===== src/els_ram.sv =====
// ----------------------------------------------------------------------------
// els_ram
// Generic single-port synchronous RAM, one access per cycle, registered read.
// ----------------------------------------------------------------------------
module els_ram #(
    parameter int WIDTH = 16,
    parameter int DEPTH = 16,
    localparam int AW = (DEPTH > 1) ? $clog2(DEPTH) : 1
) (
    input  logic             i_clk,
    input  logic             i_en,
    input  logic             i_we,
    input  logic [AW-1:0]    i_addr,
    input  logic [WIDTH-1:0] i_wdata,
    output logic [WIDTH-1:0] o_rdata
);

    logic [WIDTH-1:0] r_mem [DEPTH];
    logic [WIDTH-1:0] r_rdata;

    always_ff @(posedge i_clk) begin
        if (i_en) begin
            if (i_we) begin
                r_mem[i_addr] <= i_wdata;
            end else begin
                r_rdata <= r_mem[i_addr];
            end
        end
    end

    assign o_rdata = r_rdata;

endmodule


===== config.mk =====
export PLATFORM = sky130hd
export DESIGN_NAME = els_ram
export DESIGN_NICKNAME = d
export VERILOG_FILES = /design/src/els_ram.sv
export SDC_FILE = /design/constraint.sdc
export NUM_CORES = 1
export LEC_CHECK = 0
export ABC_AREA = 1
export BUFFER_PORTS_ARGS = -buffer_cell sky130_fd_sc_hd__buf_2
export CAP_MARGIN = 20
export CORE_MARGIN = 4
export CORE_UTILIZATION = 50
export CTS_CLUSTER_DIAMETER = 60
export DETAILED_ROUTE_END_ITERATION = 16
export GPL_TIMING_DRIVEN = 0
export PLACE_DENSITY = 0.63
export REMOVE_ABC_BUFFERS = 1
export SLEW_MARGIN = 20
export SYNTH_ARGS = -nofsm -noshare
export SYNTH_HDL_FRONTEND = slang
export SYNTH_SLANG_ARGS = --single-unit

===== constraint.sdc =====
create_clock -name i_clk -period 2.5 [get_ports i_clk]
set_input_delay 0.375 -clock i_clk [delete_from_list [all_inputs] [get_ports i_clk]]
set_output_delay 0.375 -clock i_clk [all_outputs]
set_load 0.05 [all_outputs]

==> flow_summary.json <==
{
  "intPower_uw": 7540,
  "seqPwrFrac": 0.533,
  "comb_power_share": 0.060,
  "ys_ff_latch": 272,
  "synth_warnings": 0,
  "slew_viol_final": 0,
  "place_inst": 1349,
  "n_antenna_cell": 0,
  "clk_latency_ps": 530,
  "area_growth_pct": 13.2,
  "switching_share": 0.212,
  "whs_ps": 209,
  "critPathKind": "input port to flip-flop",
  "worstSetupEndpointType": "flip-flop",
  "rsz0062_at_grt": "false",
  "hold_buffers": 0,
  "grt_pass1_wl_mm": 37.3,
  "grt_use_met2": 0.357,
  "wl_mm": 24.6,
  "clock_skew_ps": 9.37,
  "fin_crit_sh": 0.940,
  "drc_errors": 0,
  "syn_inst": 1074,
  "synth_top_area_share": 0.721,
  "worst_setup_path_start_kind": "input port",
  "first_pass_iters": 5,
  "cellPowerDensity_mw_per_mm2": 747,
  "vias": 7054,
  "grt_use_total": 0.199,
  "routed_via_density": 5.00,
  "p_clk_frac": 0.407,
  "final_common_cell": "nand2_1",
  "htree_levels": 1,
  "initial_core_util": 0.514,
  "cts_buffer_depth": 3,
  "overflow": 0,
  "first_global_vias": 6631,
  "irDropWorstVdd_mv": 0.543,
  "met1_usage": 0.256,
  "syn_area_mm2": 0.0113,
  "setup_viol": 0,
  "layoutNonFillerInstCount": 1410,
  "io_buffer_count": 38,
  "gp_congestion": 0.718,
  "tritoncts": "yes",
  "grt_busiest_layer": "met2",
  "hold_violations": 0,
  "synth_area_leaders": "edfxtp_1 (72%), nand2_1 (23%), inv_1 (1.3%), buf_2 (1.2%), buf_6 (1.1%)",
  "dp_hpwl_mm": 11.9,
  "grt_antenna_before_repair": 0,
  "routedWlPerCell_um": 17.4,
  "drt_iter0_markers": 433,
  "fmax_ghz": 0.425,
  "p_sw_uw": 2030,
  "tightest_slew_ps": 1100,
  "grtUsageMet3": 0.0275,
  "nets": 1135,
  "cap_violations": 0,
  "synth_top_area_cell": "edfxtp_1",
  "cp.required_ps": 2660,
  "p_leak_uw": 0.00536,
  "numCtsBuffers": 28,
  "synth.distinct_cells": 12,
  "min_period_ps": 2350,
  "clk_pin_slew_ps": 60,
  "multiInputGateArea_mm2": 0.00282,
  "row_count": 54,
  "fp.dieW_um": 159,
  "coreArea_mm2": 0.0220,
  "synth-seq-area-share": 0.721,
  "hp-class": "input port to flip-flop",
  "path_max_fanout": 56,
  "drive_gt1_frac": 0.0991,
  "cts.sinks": 272,
  "fp.dieH_um": 159,
  "fill_cells": 1852,
  "grt_max_degree": 131,
  "dieArea_mm2": 0.0251,
  "setup_slack_ps": 149,
  "final_cell_mix": "nand2_1 (691), edfxtp_1 (272), inv_1 (39)",
  "crit_arrival_ps": 2510,
  "regArea_mm2": 0.00817,
  "antenna_left": 0,
  "pre_cts_slack_ps": -663,
  "outcome": "completed",
  "io_pins": 39,
  "relSlewSlack": 0.267,
  "avgSynthCellArea_um2": 10.5,
  "clock-root-buffer": "clkbuf_16"
}
sequential cells by signal, summed over array words and instances (netlist names):
| name | flops |
|---|---|
| o_rdata | 16 |
| r_mem | 256 |
path summary, 6_finish.rpt:
path / startpoint / to / slack, ps / depth (start not counted)
min reg2reg: r_mem[0][12] / o_rdata[12] / 760 / 8
max: i_addr[1] / r_mem[13][8] / 150 / 6
min: i_wdata[0] / r_mem[15][0] / 210 / 1
max reg2reg: r_mem[10][6] / o_rdata[6] / 1360 / 8
metal layers:
layer	vias up	wire length, µm
met1	3304	10400
li1	3523	-
met5	-	0
met3	44	1280
met2	183	12500
met4	0	467
synth_stat cells:
master      n
nand2_1   691
edfxtp_1  272
inv_1      40
buf_2      28
nor2_1     17
buf_6      11
clkbuf_1    5
nand3_1     4
buf_4       2
nor2_2      2
buf_8       1
inv_4       1
final cells by class:
type                    count  area share
clock buffers              36      0.0586
clock inverters            12     0.00810
inverters                  41      0.0128
multi-input cells         714       0.220
flip-flops and latches    272       0.637
well taps                 280      0.0273
repair buffers             55      0.0360
power by group through the flow:
stage / combinational (µW) / sequential (µW) / clock [µW]
2_1_floorplan: 265 / 5240 / 0
3_3_place_gp: 545 / 5200 / 0
3_5_place_dp: 573 / 5200 / 0
4_1_cts: 581 / 5100 / 3940
5_1_grt: 648 / 5100 / 4160
6_report: 574 / 5100 / 3900
stage by stage:
stage	setup TNS (ps)	utilization	total power, µW	instance area, µm²
6_report	0	0.582	9570	12800
2_1_floorplan	-32880	-	5500	11000
4_1_cts	0	0.582	9630	12800
3_5_place_dp	-114170	0.536	5770	11800
3_3_place_gp	-780240	0.525	5740	11600
5_1_grt	0	0.582	9910	12800
what timing repair did:
item	in CTS	in global routing
buffers inserted	13	0
endpoints found under the hold margin	0	0
resized for setup	2	0
endpoints found under the setup margin	128	0
worst max-delay path, stage by stage:
cell,delay (ps)
buf_4,230
buf_12,230
inv_4,180
buf_16,310
nand3_1,400
nor2_4,720
kinds of logic (layout without fill, tap and decap cells):
| group | Yosys count | in the layout | synth area share |
|---|---|---|---|
| buffers and inverters | 88 | 144 | 0.0414 |
| and+or+nand+nor | 714 | 714 | 0.237 |
| DFF | 272 | 272 | 0.721 |
Note: power is estimated with default switching activity, not from simulation.
