--- config.mk ---
export PLATFORM = sky130hd
export DESIGN_NAME = els_out_queue
export DESIGN_NICKNAME = d
export VERILOG_FILES = /design/src/els_pkg.sv /design/src/els_out_queue.sv
export SDC_FILE = /design/constraint.sdc
export NUM_CORES = 1
export LEC_CHECK = 0
export BUFFER_PORTS_ARGS = -buffer_cell sky130_fd_sc_hd__buf_2
export CAP_MARGIN = 20
export CORE_ASPECT_RATIO = 1.2
export CORE_UTILIZATION = 50
export CTS_BUF_LIST = sky130_fd_sc_hd__clkbuf_4 sky130_fd_sc_hd__clkbuf_8
export CTS_CLUSTER_SIZE = 12
export DETAILED_ROUTE_END_ITERATION = 12
export GPL_TIMING_DRIVEN = 0
export PLACE_DENSITY = 0.77
export SYNTH_ARGS = -nofsm -noshare
export SYNTH_HDL_FRONTEND = slang
export SYNTH_SLANG_ARGS = --single-unit
--- constraint.sdc ---
create_clock -name i_clk -period 4.9 [get_ports i_clk]
set_input_delay 0.98 -clock i_clk [delete_from_list [all_inputs] [get_ports i_clk]]
set_output_delay 0.98 -clock i_clk [all_outputs]
set_load 0.01 [all_outputs]
--- src/els_pkg.sv ---
// ----------------------------------------------------------------------------
// els_pkg
// Field widths, command and register codes, result type of the embedding
// table engine.
// ----------------------------------------------------------------------------
package els_pkg;

    localparam int W_CMD      = 2;
    localparam int W_TOKEN    = 16;
    localparam int W_POS      = 6;
    localparam int W_WEIGHT   = 16;
    localparam int W_VOCAB    = 11;
    localparam int W_LR       = 16;
    localparam int W_CFG_DATA = 16;
    localparam int W_CFG_IDX  = 1;

    localparam logic [W_CMD-1:0] CMD_LOAD   = 2'd0;
    localparam logic [W_CMD-1:0] CMD_LOOKUP = 2'd1;
    localparam logic [W_CMD-1:0] CMD_UPDATE = 2'd2;

    localparam logic [W_CFG_IDX-1:0] CFG_VOCAB_IN_USE  = 1'd0;
    localparam logic [W_CFG_IDX-1:0] CFG_LEARNING_RATE = 1'd1;

    localparam logic [W_VOCAB-1:0] VOCAB_RESET = 11'd1024;
    localparam logic [W_LR-1:0]    LR_RESET    = 16'd0;

    typedef struct packed {
        logic signed [W_WEIGHT-1:0] weight_out;
        logic [W_POS-1:0]           position;
        logic                       last;
        logic                       error;
    } t_result;

endpackage

--- src/els_out_queue.sv ---
// ----------------------------------------------------------------------------
// els_out_queue
// Two-entry result queue between the table read port and the output channel.
// ----------------------------------------------------------------------------
module els_out_queue import els_pkg::*; (
    input  logic       i_clk,
    input  logic       i_rst_n,
    input  logic       i_push,
    input  t_result    i_data,
    input  logic       i_pop,
    output logic       o_valid,
    output t_result    o_data,
    output logic [1:0] o_count
);

    logic [1:0] r_count;
    logic [1:0] n_count;
    t_result    r_q0;
    t_result    r_q1;

    assign n_count = r_count + {1'b0, i_push} - {1'b0, i_pop};

    always_ff @(posedge i_clk) begin
        if (!i_rst_n) begin
            r_count <= 2'd0;
        end else begin
            r_count <= n_count;
        end
    end

    always_ff @(posedge i_clk) begin
        if (i_pop) begin
            if (r_count == 2'd2) begin
                r_q0 <= r_q1;
            end else if (i_push) begin
                r_q0 <= i_data;
            end
        end else if (i_push && r_count == 2'd0) begin
            r_q0 <= i_data;
        end
        if (i_push && ((r_count == 2'd1 && !i_pop) || (r_count == 2'd2 && i_pop))) begin
            r_q1 <= i_data;
        end
    end

    assign o_valid = (r_count != 2'd0);
    assign o_data  = r_q0;
    assign o_count = r_count;

endmodule

==> results_dict.tcl <==
set metrics [dict create \
    power.density_mw_per_mm2 418.4 \
    layout_setup_ws_ps 2639 \
    peakVddDrop_mv 0.2450 \
    slew_violations 0 \
    grt_start_max_net_pins 16 \
    ys_ff_latch 50 \
    postSynthCellCount 92 \
    skew_ps 4.866 \
    synth-xor-area-share_pct 0.8946 \
    die_h_um 70.55 \
    crit_fanout 15 \
    ys_warn_count 0 \
    firstDrtPassIters 4 \
    syn_avg_cell_area_um2 21.28 \
    ant_nets 0 \
    synth.distinct_cells 15 \
    worstMarginPinSlew_ps 693.5 \
    synth-adder-area-share_pct 1.278 \
    grt_antenna_before_repair 0 \
    finalCritPeriodShare_pct 46.14 \
    critPathCaptureType "register" \
    io_pins 55 \
    grt.total_usage_pct 15.69 \
    cts_resized 0 \
    cts_made_buffers 5 \
    grt_pass1_vias 1027 \
    final_nets 185 \
    setup_viol 0 \
    area.growth.synth_to_final_pct 24.60 \
    crit_path_start_kind "primary input" \
    postCtsSetupBuffers 0 \
    worstPathRequired_ps 4900 \
    synthMuxAreaShare_pct 17.44 \
    hold_violations 0 \
    path_buf_inv 2 \
    final_common_cell "buf_2" \
    cts_hold_buf 0 \
    synth_area_mm2 0.001958 \
    initial_core_util_pct 53.01 \
    hp-class "register to register" \
    drive_gt1_share_pct 60.26 \
    dp_hpwl_mm 2.199 \
    critPathKind "primary input to register" \
    detail_route.vias_per_cell 4.678 \
    totalWireLength_mm 2.981 \
    vias 973 \
    die_w_um 59.13 \
    totalPowerFinal_uw 1021 \
    layout_common_cells "buf_2, edfxtp_1, mux2_4" \
    fmax_mhz 442.3 \
    status "finished clean" \
    die_area_mm2 0.004171 \
    place_congestion 0.6707 \
    row_count 24 \
    core_mm2 0.003694 \
    grt_first_pass_wirelength_mm 4.705 \
    crit_family "compound AO/OA/AOI/OAI gates" \
    tritoncts "done" \
    synth_nets 122 \
    synth_top_family_by_area "multiplexers" \
    totalNegativeSetupSlack_ps 0 \
    p_leak_uw 0.001031 \
    cts_max_level 2 \
    grt.overflow.total 0 \
    cts.sinks 50 \
    cts_max_path_buffers 2 \
    clk_pin_slew_ps 90 \
    clk-insertion-delay-late_ps 290 \
    wl_per_cell_um 14.33 \
    maxCapViolations 0 \
    ys_seq_area_share_pct 75.65 \
    place_ws_ps 2292 \
    root_buffer "clkbuf_8" \
    postLayoutCoreUtil_pct 66.06 \
    crit_slowest_cell "a21oi_2" \
    synth_compound_area_share_pct 0.7668 \
    synthSimpleGateAreaFrac_pct 2.236 \
    drt_first_iter_violations 23 \
    portBuffers 54 \
    critPathMaxStageDelay_ps 510 \
    n_fill_cell 278 \
    antenna_cells 0 \
    relSlewSlack_pct 53.76 \
    rsz0062_at_grt "no" \
    period_needed_ps 2261 \
    arrival_ps 2260 \
    detail_route.drc_violations 0 \
    path_cells "buf_2, or3_1, a21oi_2, buf_8" \
]
-- final timing paths --
check,from,end,slack [ps],cells past startpoint
hold reg to reg,r_q1[6],o_data[6],550,1
hold / removal,r_q1[6],o_data[6],550,1
setup reg to reg,o_count[1],r_q1[7],2950,5
setup / recovery,i_pop,r_q1[7],2640,4
-- per-layer routing --
metal | vias up | part of all wire [%] | track usage, %
li1 | 477 | - | -
met1 | 454 | 41 | 18.69
met2 | 35 | 52 | 26.26
met3 | 7 | 4.1 | 4.022
met4 | 0 | 2.0 | 7.407
met5 | - | 0 | 0
-- synthesized netlist by cell type --
cell,number,share of area (%)
dfxtp_1,2,2.0
o21ai_0,2,0.51
mux2_2,5,2.9
buf_6,2,1.2
or3_1,1,0.32
mux2_4,19,15
and2b_1,1,0.38
or2_2,1,0.32
ha_1,2,1.3
xnor2_1,2,0.89
a21oi_1,1,0.26
nand2_4,1,0.58
inv_1,3,0.58
edfxtp_1,48,74
and2_1,2,0.64
-- layout make-up --
class | count | area, um2 | area share (%)
Tap cell | 52 | 65.06 | 2.667
Clock buffer | 5 | 68.82 | 2.821
Multi-Input combinational cell | 37 | 450.4 | 18.46
Buffer | 2 | 22.52 | 0.9231
Inverter | 3 | 11.26 | 0.4615
Timing Repair Buffer | 56 | 300.3 | 12.31
Sequential cell | 50 | 1481 | 60.72
Clock inverter | 3 | 40.04 | 1.641
-- where the power goes --
group          total (uW)  switching, uW  internal [uW]
clock                 275            125            150
sequential            553           14.6            538
combinational         193           97.8           94.8
total                1020            237            783
-- registers in the layout, summed over array words and instances (netlist names) --
signal,cells
r_q1,24
o_data,24
o_count,2
-- cells by family (layout without fill, tap and decap cells) --
kind of cell / after synthesis / after routing
AO/OA/AOI/OAI: 3 / 3
flip-flops: 50 / 50
XOR/XNOR: 2 / 2
adder cells (fa/ha/maj): 2 / 2
AND/OR/NAND/NOR: 6 / 6
multiplexers: 24 / 24
buffers and inverters: 5 / 69
-- metrics by stage --
step	hold WS [ps]	cells	cell area, um2
6_report	550.3	208	2440
5_1_grt	567.0	208	2440
4_1_cts	554.5	208	2440
3_5_place_dp	535.2	200	2331
2_1_floorplan	524.6	92	1958
3_3_place_gp	532.1	198	2293
Power figures use the tool's default switching activity.
