--- src/els_pkg.sv ---
// ----------------------------------------------------------------------------
// els_pkg
// Field widths, command and register codes, result type of the embedding
// table engine.
// ----------------------------------------------------------------------------
package els_pkg;

    localparam int W_CMD      = 2;
    localparam int W_TOKEN    = 16;
    localparam int W_POS      = 6;
    localparam int W_WEIGHT   = 16;
    localparam int W_VOCAB    = 11;
    localparam int W_LR       = 16;
    localparam int W_CFG_DATA = 16;
    localparam int W_CFG_IDX  = 1;

    localparam logic [W_CMD-1:0] CMD_LOAD   = 2'd0;
    localparam logic [W_CMD-1:0] CMD_LOOKUP = 2'd1;
    localparam logic [W_CMD-1:0] CMD_UPDATE = 2'd2;

    localparam logic [W_CFG_IDX-1:0] CFG_VOCAB_IN_USE  = 1'd0;
    localparam logic [W_CFG_IDX-1:0] CFG_LEARNING_RATE = 1'd1;

    localparam logic [W_VOCAB-1:0] VOCAB_RESET = 11'd1024;
    localparam logic [W_LR-1:0]    LR_RESET    = 16'd0;

    typedef struct packed {
        logic signed [W_WEIGHT-1:0] weight_out;
        logic [W_POS-1:0]           position;
        logic                       last;
        logic                       error;
    } t_result;

endpackage

--- src/els_update.sv ---
// ----------------------------------------------------------------------------
// els_update
// Gradient step datapath: registered rate-times-gradient product, then
// subtract from the weight, round to Q4.12 and saturate.
// ----------------------------------------------------------------------------
module els_update import els_pkg::*; (
    input  logic                       i_clk,
    input  logic                       i_load,
    input  logic [W_LR-1:0]            i_lr,
    input  logic signed [W_WEIGHT-1:0] i_grad,
    input  logic signed [W_WEIGHT-1:0] i_weight,
    output logic signed [W_WEIGHT-1:0] o_weight
);

    localparam int W_PROD = W_LR + 1 + W_WEIGHT;
    localparam int W_SUM  = W_PROD + 1;
    localparam int W_RND  = W_SUM - W_LR;
    localparam logic signed [W_SUM-1:0] HALF = W_SUM'(1) << (W_LR - 1);
    localparam logic signed [W_WEIGHT-1:0] SAT_MAX = {1'b0, {(W_WEIGHT-1){1'b1}}};
    localparam logic signed [W_WEIGHT-1:0] SAT_MIN = {1'b1, {(W_WEIGHT-1){1'b0}}};

    logic signed [W_PROD-1:0] r_prod;
    logic signed [W_SUM-1:0]  w_ext;
    logic signed [W_SUM-1:0]  sum;
    logic signed [W_RND-1:0]  rnd;
    logic [W_RND-W_WEIGHT:0]  top_bits;

    always_ff @(posedge i_clk) begin
        if (i_load) begin
            r_prod <= $signed({1'b0, i_lr}) * i_grad;
        end
    end

    always_comb begin
        w_ext    = {{(W_SUM-W_WEIGHT-W_LR){i_weight[W_WEIGHT-1]}}, i_weight, {W_LR{1'b0}}};
        // ties go upward: add a half, then floor by dropping the fraction
        sum      = w_ext - W_SUM'(r_prod) + HALF;
        rnd      = sum[W_SUM-1:W_LR];
        top_bits = rnd[W_RND-1:W_WEIGHT-1];
        if ((&top_bits) || !(|top_bits)) begin
            o_weight = rnd[W_WEIGHT-1:0];
        end else if (rnd[W_RND-1]) begin
            o_weight = SAT_MIN;
        end else begin
            o_weight = SAT_MAX;
        end
    end

endmodule

--- config.mk ---
export PLATFORM = sky130hd
export DESIGN_NAME = els_update
export DESIGN_NICKNAME = d
export VERILOG_FILES = /design/src/els_pkg.sv /design/src/els_update.sv
export SDC_FILE = /design/constraint.sdc
export NUM_CORES = 1
export LEC_CHECK = 0
export BUFFER_PORTS_ARGS = -buffer_cell sky130_fd_sc_hd__clkbuf_2
export CAP_MARGIN = 40
export CORE_MARGIN = 5
export CORE_UTILIZATION = 58
export DETAILED_ROUTE_END_ITERATION = 16
export GPL_TIMING_DRIVEN = 0
export PLACE_DENSITY = 0.86
export SETUP_SLACK_MARGIN = 0.5
export SKIP_CTS_REPAIR_TIMING = 1
export SYNTH_ARGS = -nofsm -noshare
export SYNTH_HDL_FRONTEND = slang
export SYNTH_SLANG_ARGS = --single-unit
--- constraint.sdc ---
create_clock -name i_clk -period 7.45 [get_ports i_clk]
set_clock_uncertainty 0.2 [all_clocks]
set_input_delay 1.49 -clock i_clk [delete_from_list [all_inputs] [get_ports i_clk]]
set_output_delay 1.49 -clock i_clk [all_outputs]
set_load 0.02 [all_outputs]
==> report_table.html, run 1 <==
<table>
<tr><th>Metric</th><th>Value</th></tr>
<tr><th colspan="2">Synth</th></tr>
<tr><td>Synthesized netlist cell count</td><td>1177</td></tr>
<tr><td>Area contributors post-synth</td><td>sky130_fd_sc_hd__fa_1, sky130_fd_sc_hd__ha_1, sky130_fd_sc_hd__inv_1, sky130_fd_sc_hd__edfxtp_1, sky130_fd_sc_hd__and2_1</td></tr>
<tr><td>Number of synthesis warnings</td><td>0</td></tr>
<tr><td>Post-synth ARST share</td><td>0</td></tr>
<tr><td>Library cell with the highest instance count after synthesis</td><td>sky130_fd_sc_hd__inv_1</td></tr>
<tr><td>Cell taking the most area after synthesis</td><td>sky130_fd_sc_hd__fa_1</td></tr>
<tr><td>Flops &amp; latches, synth</td><td>33</td></tr>
<tr><td>Area share of the largest cell type after synthesis</td><td>0.3656</td></tr>
<tr><td>Number of distinct standard cells referenced by the synthesized netlist</td><td>51</td></tr>
<tr><td>Mapped Avg Cell Area</td><td>9.024 sq um</td></tr>
<tr><td>Synthesized net count</td><td>1560</td></tr>
<tr><td>Count of flip-flops with a built-in enable after synthesis</td><td>33</td></tr>
<tr><td>Fraction of the yosys area taken by sequential cells</td><td>0.09330</td></tr>
<tr><td>Ys flop type</td><td>sky130_fd_sc_hd__edfxtp_1</td></tr>
<tr><td>Cell area after technology mapping</td><td>10620 sq um</td></tr>
<tr><td>Most instantiated cells after synthesis</td><td>sky130_fd_sc_hd__inv_1, sky130_fd_sc_hd__fa_1, sky130_fd_sc_hd__ha_1</td></tr>
<tr><th colspan="2">Floorplan</th></tr>
<tr><td>Number of placement rows</td><td>49</td></tr>
<tr><td>Floorplan die width</td><td>about 150 um</td></tr>
<tr><td>Starting Density</td><td>0.5893</td></tr>
<tr><td>Number of primary I/O pins</td><td>66</td></tr>
<tr><td>Standard cell core area</td><td>18020 sq um</td></tr>
<tr><td>Height of the chip</td><td>approximately 150 um</td></tr>
<tr><td>Area of the die</td><td>21120 sq um</td></tr>
<tr><th colspan="2">Critical path</th></tr>
<tr><td>Delay of the slowest cell on the worst path</td><td>0.58 ns</td></tr>
<tr><td>Category of the worst setup path launch point</td><td>primary input</td></tr>
<tr><td>Number of buffer and inverter instances along the worst setup path</td><td>6</td></tr>
<tr><td>Series of cell instances along the critical path</td><td>buf_12 -&gt; buf_8 -&gt; and2_4 -&gt; fa_1 -&gt; inv_2 -&gt; fa_1 -&gt; fa_1 -&gt; inv_1 -&gt; fa_1 -&gt; fa_1 -&gt; inv_2 -&gt; fa_1 -&gt; inv_2 -&gt; ha_4 -&gt; nand2_4 -&gt; nor2_4 -&gt; and2_4 -&gt; a32oi_4 -&gt; a21oi_4 -&gt; a221oi_4 -&gt; nand2b_4 -&gt; o21ai_2 -&gt; xor2_1</td></tr>
<tr><td>Type of the setup path with the least slack</td><td>in2reg</td></tr>
<tr><td>CP Max Fanout</td><td>7</td></tr>
<tr><td>Type of destination of the critical path</td><td>register</td></tr>
<tr><td>Family with the most delay on the worst path</td><td>adder cells</td></tr>
<tr><td>Library cell contributing the largest single delay on the critical path</td><td>sky130_fd_sc_hd__fa_1</td></tr>
<tr><td>Required time of the critical path</td><td>7.28 ns</td></tr>
<tr><td>Cell with the most instances on the worst path</td><td>sky130_fd_sc_hd__fa_1</td></tr>
<tr><td>Data arrival, critical path</td><td>6.93 ns</td></tr>
<tr><th colspan="2">Route</th></tr>
<tr><td>Met3 Wirelength</td><td>roughly 1.9 mm</td></tr>
<tr><td>DR WL/cell</td><td>18.53 um</td></tr>
<tr><td>Detailed route wirelength on metal2</td><td>15.09 mm</td></tr>
<tr><td>Highest routed metal layer</td><td>met4</td></tr>
<tr><td>Initial DRC Count</td><td>around 540</td></tr>
<tr><td>Wire length on met1</td><td>between 10 and 15 mm</td></tr>
<tr><td>Overall routed net length</td><td>28.22 mm</td></tr>
<tr><td>DRC errors left</td><td>0</td></tr>
<tr><td>Number of nets with antenna violations after routing</td><td>0</td></tr>
<tr><td>Total number of vias</td><td>approximately 8600</td></tr>
<tr><td>Routed via count divided by cell count</td><td>5.655</td></tr>
<tr><td>Detailed-routing iteration count for the pre-antenna-repair pass</td><td>5</td></tr>
<tr><th colspan="2">Timing</th></tr>
<tr><td>Number of failing setup endpoints in the final timing report</td><td>0</td></tr>
<tr><td>Unrepaired setup endpoints after global routing</td><td>true</td></tr>
<tr><td>PnR worst setup slack</td><td>0.3474 ns</td></tr>
<tr><td>Final hold violation count</td><td>0</td></tr>
<tr><td>Relative slew slack</td><td>0.4240</td></tr>
<tr><td>F_max</td><td>140.8 MHz</td></tr>
<tr><td>Setup total negative slack</td><td>0 ns</td></tr>
<tr><td>Final number of max-transition violations</td><td>0</td></tr>
<tr><td>Pin slew with the least headroom to its limit</td><td>just under 0.9 ns</td></tr>
<tr><td>Post-route fraction of the period consumed by the critical path</td><td>0.9534</td></tr>
<tr><td>Final Critical Period</td><td>7.103 ns</td></tr>
<tr><th colspan="2">CTS</th></tr>
<tr><td>Maximum clock insertion buffer count</td><td>2</td></tr>
<tr><td>Total CTS buffers</td><td>5</td></tr>
<tr><td>CTS HTree Levels</td><td>2</td></tr>
<tr><td>Clock tree from TritonCTS</td><td>done</td></tr>
<tr><td>Clock slew at the register clock pins of the worst setup and hold paths</td><td>0.06 ns</td></tr>
<tr><td>TritonCTS Sinks</td><td>33</td></tr>
<tr><td>Cell at the root of the clock tree</td><td>sky130_fd_sc_hd__clkbuf_16</td></tr>
<tr><th colspan="2">Place</th></tr>
<tr><td>Total placed instance area</td><td>11320 sq um</td></tr>
<tr><td>Worst Setup Slack post-DPL</td><td>-0.5535 ns</td></tr>
<tr><td>HPWL after detailed placement</td><td>21.28 mm</td></tr>
<tr><td>Routability-driven placement congestion ratio</td><td>0.9900</td></tr>
<tr><td>Number of input and output port buffers inserted</td><td>65</td></tr>
<tr><th colspan="2">Final layout</th></tr>
<tr><td>Max FFs per register</td><td>33</td></tr>
<tr><td>Fraction of final layout cells sized beyond drive strength 1</td><td>0.1708</td></tr>
<tr><td>Register bank with the most flops</td><td>r_prod</td></tr>
<tr><td>Largest registers</td><td>r_prod (33)</td></tr>
<tr><td>Post-layout utilization of the core</td><td>0.6972</td></tr>
<tr><td>Diode insertion count for antenna repair</td><td>0</td></tr>
<tr><td>Synth-to-Final Area Change</td><td>18.32%</td></tr>
<tr><td>Post-route cell area</td><td>roughly 13000 sq um</td></tr>
<tr><td>Net count reported at finish</td><td>1676</td></tr>
<tr><th colspan="2">Run status</th></tr>
<tr><td>Run status</td><td>finished clean</td></tr>
<tr><th colspan="2">Global route</th></tr>
<tr><td>Overflow left after global routing</td><td>0</td></tr>
<tr><td>Antenna violations before repair</td><td>0</td></tr>
<tr><td>Largest net degree at the start of global routing</td><td>34</td></tr>
<tr><td>Via count of the first global-routing pass</td><td>just under 9000</td></tr>
<tr><td>First-pass GRT wire length</td><td>41.79 mm</td></tr>
<tr><td>GRT Overall Usage</td><td>0.2430</td></tr>
<tr><th colspan="2">Flow run</th></tr>
<tr><td>Count of max-cap constraint violations</td><td>0</td></tr>
<tr><th colspan="2">Worst hold path</th></tr>
<tr><td>Number of instances on the worst hold path</td><td>2</td></tr>
<tr><td>Worst hold path class</td><td>in2reg</td></tr>
<tr><td>Min-Delay Startpoint</td><td>i_grad[0]</td></tr>
<tr><td>Hold-critical path endpoint</td><td>r_prod[0]</td></tr>
</table>
## placed cells by master (no fill, tap or decap), drive strengths merged, types with 3 or more instances in the layout
master,n
a21o,17
a21oi,38
a31oi,4
and2,122
buf,89
clkbuf,61
edfxtp,33
fa,194
ha,139
inv,277
nand2,135
nand2b,9
nand3,11
nand4,3
nor2,29
nor3,6
nor4,3
o211ai,3
o21a,4
o21ai,38
o21bai,9
xnor2,27
xor2,16
## worst max path at each step
| stage | startpoint | end | slack (ns) | depth (start not counted) |
|---|---|---|---|---|
| 5_1_grt | i_grad[6] | r_prod[27] | 0.21 | 23 |
| 3_5_place_dp | i_lr[4] | r_prod[32] | -0.55 | 23 |
| 3_3_place_gp | i_lr[4] | r_prod[32] | -0.50 | 23 |
| 4_1_cts | i_lr[4] | r_prod[32] | -0.28 | 23 |
| 6_report | i_grad[6] | r_prod[27] | 0.35 | 23 |
| 2_1_floorplan | i_grad[4] | r_prod[27] | 0.51 | 22 |
## layer usage
layer  GRT usage  vias to the layer above
met5           0                        -
li1            -                     3827
met2      0.4393                      365
met3     0.03711                      104
met1      0.2975                     4317
met4     0.07882                        0
## layout make-up
class / instances / area, sq um
Buffer: 36 / 406.6
Clock buffer: 5 / 125.1
Multi-Input combinational cell: 831 / 8827
Fill cell: 1295 / 5458
Clock inverter: 3 / 46.29
Sequential cell: 33 / 991.0
Inverter: 277 / 1040
Tap cell: 229 / 286.5
Timing Repair Buffer: 109 / 844.6
## stage by stage
stage,hold WS (ns),std cells
4_1_cts,1.453,1479
3_3_place_gp,1.726,1471
6_report,1.460,1523
3_5_place_dp,1.744,1471
2_1_floorplan,1.403,1177
5_1_grt,1.475,1523
## kinds of logic (layout without fill, tap and decap cells)
group	count (synthesis)	count (layout)	share of synthesized area
xor+xnor	43	43	0.03546
buf+inv	313	430	0.1111
compound gates	124	124	0.07327
flops	33	33	0.09330
simple gates	331	331	0.1575
fa+ha+maj	333	333	0.5294
Power of run 1 is left out: the tool's default activity adds up to more than one toggle a clock period on the data nets, which glitch-free logic cannot reach.
==> run 2, diff against run 1 <==
--- a/config.mk
+++ b/config.mk
@@ -12,6 +12,7 @@
 export DETAILED_ROUTE_END_ITERATION = 16
 export GPL_TIMING_DRIVEN = 0
 export PLACE_DENSITY = 0.86
+export REMOVE_ABC_BUFFERS = 1
 export SETUP_SLACK_MARGIN = 0.5
 export SKIP_CTS_REPAIR_TIMING = 1
 export SYNTH_ARGS = -nofsm -noshare
==> run 2 against run 1 <==
Against the previous run:
- core utilization shrank 4.1 points
- sequential share of layout area grew 0.49 points
- routed wire length shrank 16%
- clock-buffer cell count grew 1
- cell count shrank 3.7%
- worst setup slack gained 0.091 ns
- flip-flop and latch count is the same
- non-clock buffer count shrank 57
- critical path depth shrank 1
- critical endpoint is now r_prod[31]
- largest cell class unchanged
==> report_table.html, run 2 (synthesized netlist as in run 1, its figures left out) <==
<table>
<tr><th>Metric</th><th>Value</th></tr>
<tr><th colspan="2">Final layout</th></tr>
<tr><td>Largest registers</td><td>r_prod (33)</td></tr>
<tr><td>Most common cell after layout, fill and taps aside</td><td>sky130_fd_sc_hd__inv_1</td></tr>
<tr><td>Most frequent cells in the layout</td><td>sky130_fd_sc_hd__inv_1, sky130_fd_sc_hd__fa_1, sky130_fd_sc_hd__nand2_1</td></tr>
<tr><td>Synth-to-Final Area Change</td><td>11.39%</td></tr>
<tr><td>Diode insertion count for antenna repair</td><td>0 (unchanged)</td></tr>
<tr><td>Register bank with the most flops</td><td>r_prod</td></tr>
<tr><td>Net count reported at finish</td><td>1619 (-3.4%)</td></tr>
<tr><td>Fraction of final layout cells sized beyond drive strength 1</td><td>0.1221 (-0.04872)</td></tr>
<tr><td>Max FFs per register</td><td>33 (unchanged)</td></tr>
<tr><th colspan="2">Route</th></tr>
<tr><td>DR WL/cell</td><td>16.21 um (-13%)</td></tr>
<tr><td>Met3 Wirelength</td><td>1.156 mm (-41%)</td></tr>
<tr><td>Wire length on met1</td><td>9.060 mm (-9.6%)</td></tr>
<tr><td>Overall routed net length</td><td>23.77 mm (-16%)</td></tr>
<tr><td>Routed via count divided by cell count</td><td>5.547 (-1.9%)</td></tr>
<tr><td>Detailed route wirelength on metal2</td><td>12.96 mm (-14%)</td></tr>
<tr><td>DRC errors left</td><td>0 (unchanged)</td></tr>
<tr><td>Detailed-routing iteration count for the pre-antenna-repair pass</td><td>7 (+2)</td></tr>
<tr><td>Total number of vias</td><td>8132 (-5.6%)</td></tr>
<tr><td>Number of nets with antenna violations after routing</td><td>0 (unchanged)</td></tr>
<tr><td>Initial DRC Count</td><td>543 (+0.74%)</td></tr>
<tr><td>Highest routed metal layer</td><td>met4</td></tr>
<tr><th colspan="2">Floorplan</th></tr>
<tr><td>Height of the chip</td><td>145.3 um (unchanged)</td></tr>
<tr><td>Floorplan die width</td><td>145.3 um (unchanged)</td></tr>
<tr><td>Starting Density</td><td>0.5893 (unchanged)</td></tr>
<tr><td>Number of primary I/O pins</td><td>66 (unchanged)</td></tr>
<tr><td>Number of placement rows</td><td>49 (unchanged)</td></tr>
<tr><td>Standard cell core area</td><td>18020 sq um (unchanged)</td></tr>
<tr><td>Area of the die</td><td>21120 sq um (unchanged)</td></tr>
<tr><th colspan="2">Critical path</th></tr>
<tr><td>Type of the setup path with the least slack</td><td>in2reg</td></tr>
<tr><td>Series of cell instances along the critical path</td><td>buf_12 -&gt; buf_4 -&gt; nand2_1 -&gt; fa_1 -&gt; fa_2 -&gt; inv_1 -&gt; ha_1 -&gt; fa_1 -&gt; fa_1 -&gt; inv_1 -&gt; fa_1 -&gt; inv_1 -&gt; ha_2 -&gt; a21oi_4 -&gt; buf_4 -&gt; o21ai_0 -&gt; a32oi_2 -&gt; a21oi_4 -&gt; a221oi_4 -&gt; o31ai_1 -&gt; a21oi_1 -&gt; xnor2_1</td></tr>
<tr><td>CP Max Fanout</td><td>8 (+1)</td></tr>
<tr><td>Data arrival, critical path</td><td>6.83 ns (-0.10 ns)</td></tr>
<tr><td>Cell with the most instances on the worst path</td><td>sky130_fd_sc_hd__fa_1</td></tr>
<tr><td>Type of destination of the critical path</td><td>register</td></tr>
<tr><td>Number of buffer and inverter instances along the worst setup path</td><td>6 (unchanged)</td></tr>
<tr><td>Category of the worst setup path launch point</td><td>primary input</td></tr>
<tr><td>Family with the most delay on the worst path</td><td>adder cells</td></tr>
<tr><td>Worst setup path startpoint</td><td>i_lr[8]</td></tr>
<tr><td>Library cell contributing the largest single delay on the critical path</td><td>sky130_fd_sc_hd__fa_1</td></tr>
<tr><td>Critical Path End</td><td>r_prod[31]</td></tr>
<tr><td>Delay of the slowest cell on the worst path</td><td>0.59 ns (about the same)</td></tr>
<tr><td>Required time of the critical path</td><td>7.27 ns (about the same)</td></tr>
<tr><td>Logic depth of the worst setup path including buffers</td><td>22 (-4.3%)</td></tr>
<tr><th colspan="2">Place</th></tr>
<tr><td>HPWL after detailed placement</td><td>18.34 mm (-14%)</td></tr>
<tr><td>Number of input and output port buffers inserted</td><td>65 (unchanged)</td></tr>
<tr><td>Routability-driven placement congestion ratio</td><td>0.8782 (-11%)</td></tr>
<tr><td>Worst Setup Slack post-DPL</td><td>-0.3666 ns (+0.1868 ns)</td></tr>
<tr><th colspan="2">CTS</th></tr>
<tr><td>CTS HTree Levels</td><td>2 (unchanged)</td></tr>
<tr><td>TritonCTS Sinks</td><td>33 (unchanged)</td></tr>
<tr><td>Clock slew at the register clock pins of the worst setup and hold paths</td><td>0.05 ns (about the same)</td></tr>
<tr><td>Clock tree from TritonCTS</td><td>done</td></tr>
<tr><td>Cell at the root of the clock tree</td><td>sky130_fd_sc_hd__clkbuf_16</td></tr>
<tr><td>Total CTS buffers</td><td>5 (unchanged)</td></tr>
<tr><td>Maximum clock insertion buffer count</td><td>2 (unchanged)</td></tr>
<tr><th colspan="2">Flow run</th></tr>
<tr><td>Count of max-cap constraint violations</td><td>0 (unchanged)</td></tr>
<tr><th colspan="2">Timing</th></tr>
<tr><td>PnR worst setup slack</td><td>0.4382 ns (+0.09080 ns)</td></tr>
<tr><td>Setup total negative slack</td><td>0 ns (unchanged)</td></tr>
<tr><td>Final number of max-transition violations</td><td>0 (unchanged)</td></tr>
<tr><td>F_max</td><td>142.6 MHz (+1.3%)</td></tr>
<tr><td>Pin slew with the least headroom to its limit</td><td>0.8525 ns (-0.01153 ns)</td></tr>
<tr><td>Number of failing setup endpoints in the final timing report</td><td>0 (unchanged)</td></tr>
<tr><td>Final Critical Period</td><td>7.012 ns (-0.09080 ns)</td></tr>
<tr><td>Final hold violation count</td><td>0 (unchanged)</td></tr>
<tr><td>Relative slew slack</td><td>0.4317 (+0.007686)</td></tr>
<tr><td>Post-route fraction of the period consumed by the critical path</td><td>0.9412 (-0.01219)</td></tr>
<tr><td>Unrepaired setup endpoints after global routing</td><td>true</td></tr>
<tr><th colspan="2">Worst hold path</th></tr>
<tr><td>Min-Delay Startpoint</td><td>i_grad[1]</td></tr>
<tr><td>Worst hold path class</td><td>in2reg</td></tr>
<tr><th colspan="2">Global route</th></tr>
<tr><td>GRT Overall Usage</td><td>0.2145 (-0.02845)</td></tr>
<tr><td>Via count of the first global-routing pass</td><td>8505 (-4.0%)</td></tr>
<tr><td>Antenna violations before repair</td><td>0 (unchanged)</td></tr>
<tr><td>First-pass GRT wire length</td><td>38.43 mm (-8.1%)</td></tr>
<tr><td>Overflow left after global routing</td><td>0 (unchanged)</td></tr>
<tr><td>Largest net degree at the start of global routing</td><td>34 (unchanged)</td></tr>
<tr><th colspan="2">Run status</th></tr>
<tr><td>Run status</td><td>finished clean</td></tr>
</table>
==> run 2: cell count changes in the layout (fill, tap and decap cells not counted), sizes merged <==
cell / previous run / this run
clkbuf: 61 / 44
buf: 89 / 50
inv: 277 / 276
==> run 2: layer usage <==
metal,vias up,GRT usage
met3,48,0.02557
li1,3715,-
met4,0,0.04198
met5,-,0
met1,4121,0.2675
met2,248,0.4018
==> run 2: cell type report <==
class	count	area, sq um
well taps	229	286.5
inverters	277	1044
repair buffers	88	671.9
fillers	1343	6193
clock inverters	2	33.78
flip-flops and latches	33	991.0
clock buffers	6	128.9
multi-input cells	831	8676
==> run 2: metrics by stage <==
stage / util / area (sq um) / hold WS, ns / std cells
after global placement: 0.6154 / 11090 / 1.850 / 1435
after floorplan: - / 10480 / 1.403 / 1141
final: 0.6564 / 11830 / 1.535 / 1466
after detailed placement: 0.6154 / 11090 / 1.864 / 1435
after global routing: 0.6564 / 11830 / 1.540 / 1466
after CTS: 0.6245 / 11260 / 1.586 / 1443
==> run 2: worst min-delay path by stage <==
stage                 to  slack (ns)  depth (start not counted)
2_1_floorplan  r_prod[0]        1.40                          0
3_3_place_gp   r_prod[0]        1.85                          2
3_5_place_dp   r_prod[0]        1.86                          2
4_1_cts        r_prod[0]        1.59                          2
5_1_grt        r_prod[1]        1.54                          3
6_report       r_prod[1]        1.54                          3
==> run 2: tightest hold or removal path: cells and delay by family <==
family | cells | cell delay (ns)
buffers and inverters | 1 | 0.14
adder cells (fa/ha/maj) | 1 | 0.12
AND/OR/NAND/NOR | 1 | 0.15
Power of run 2 is left out for the same reason.
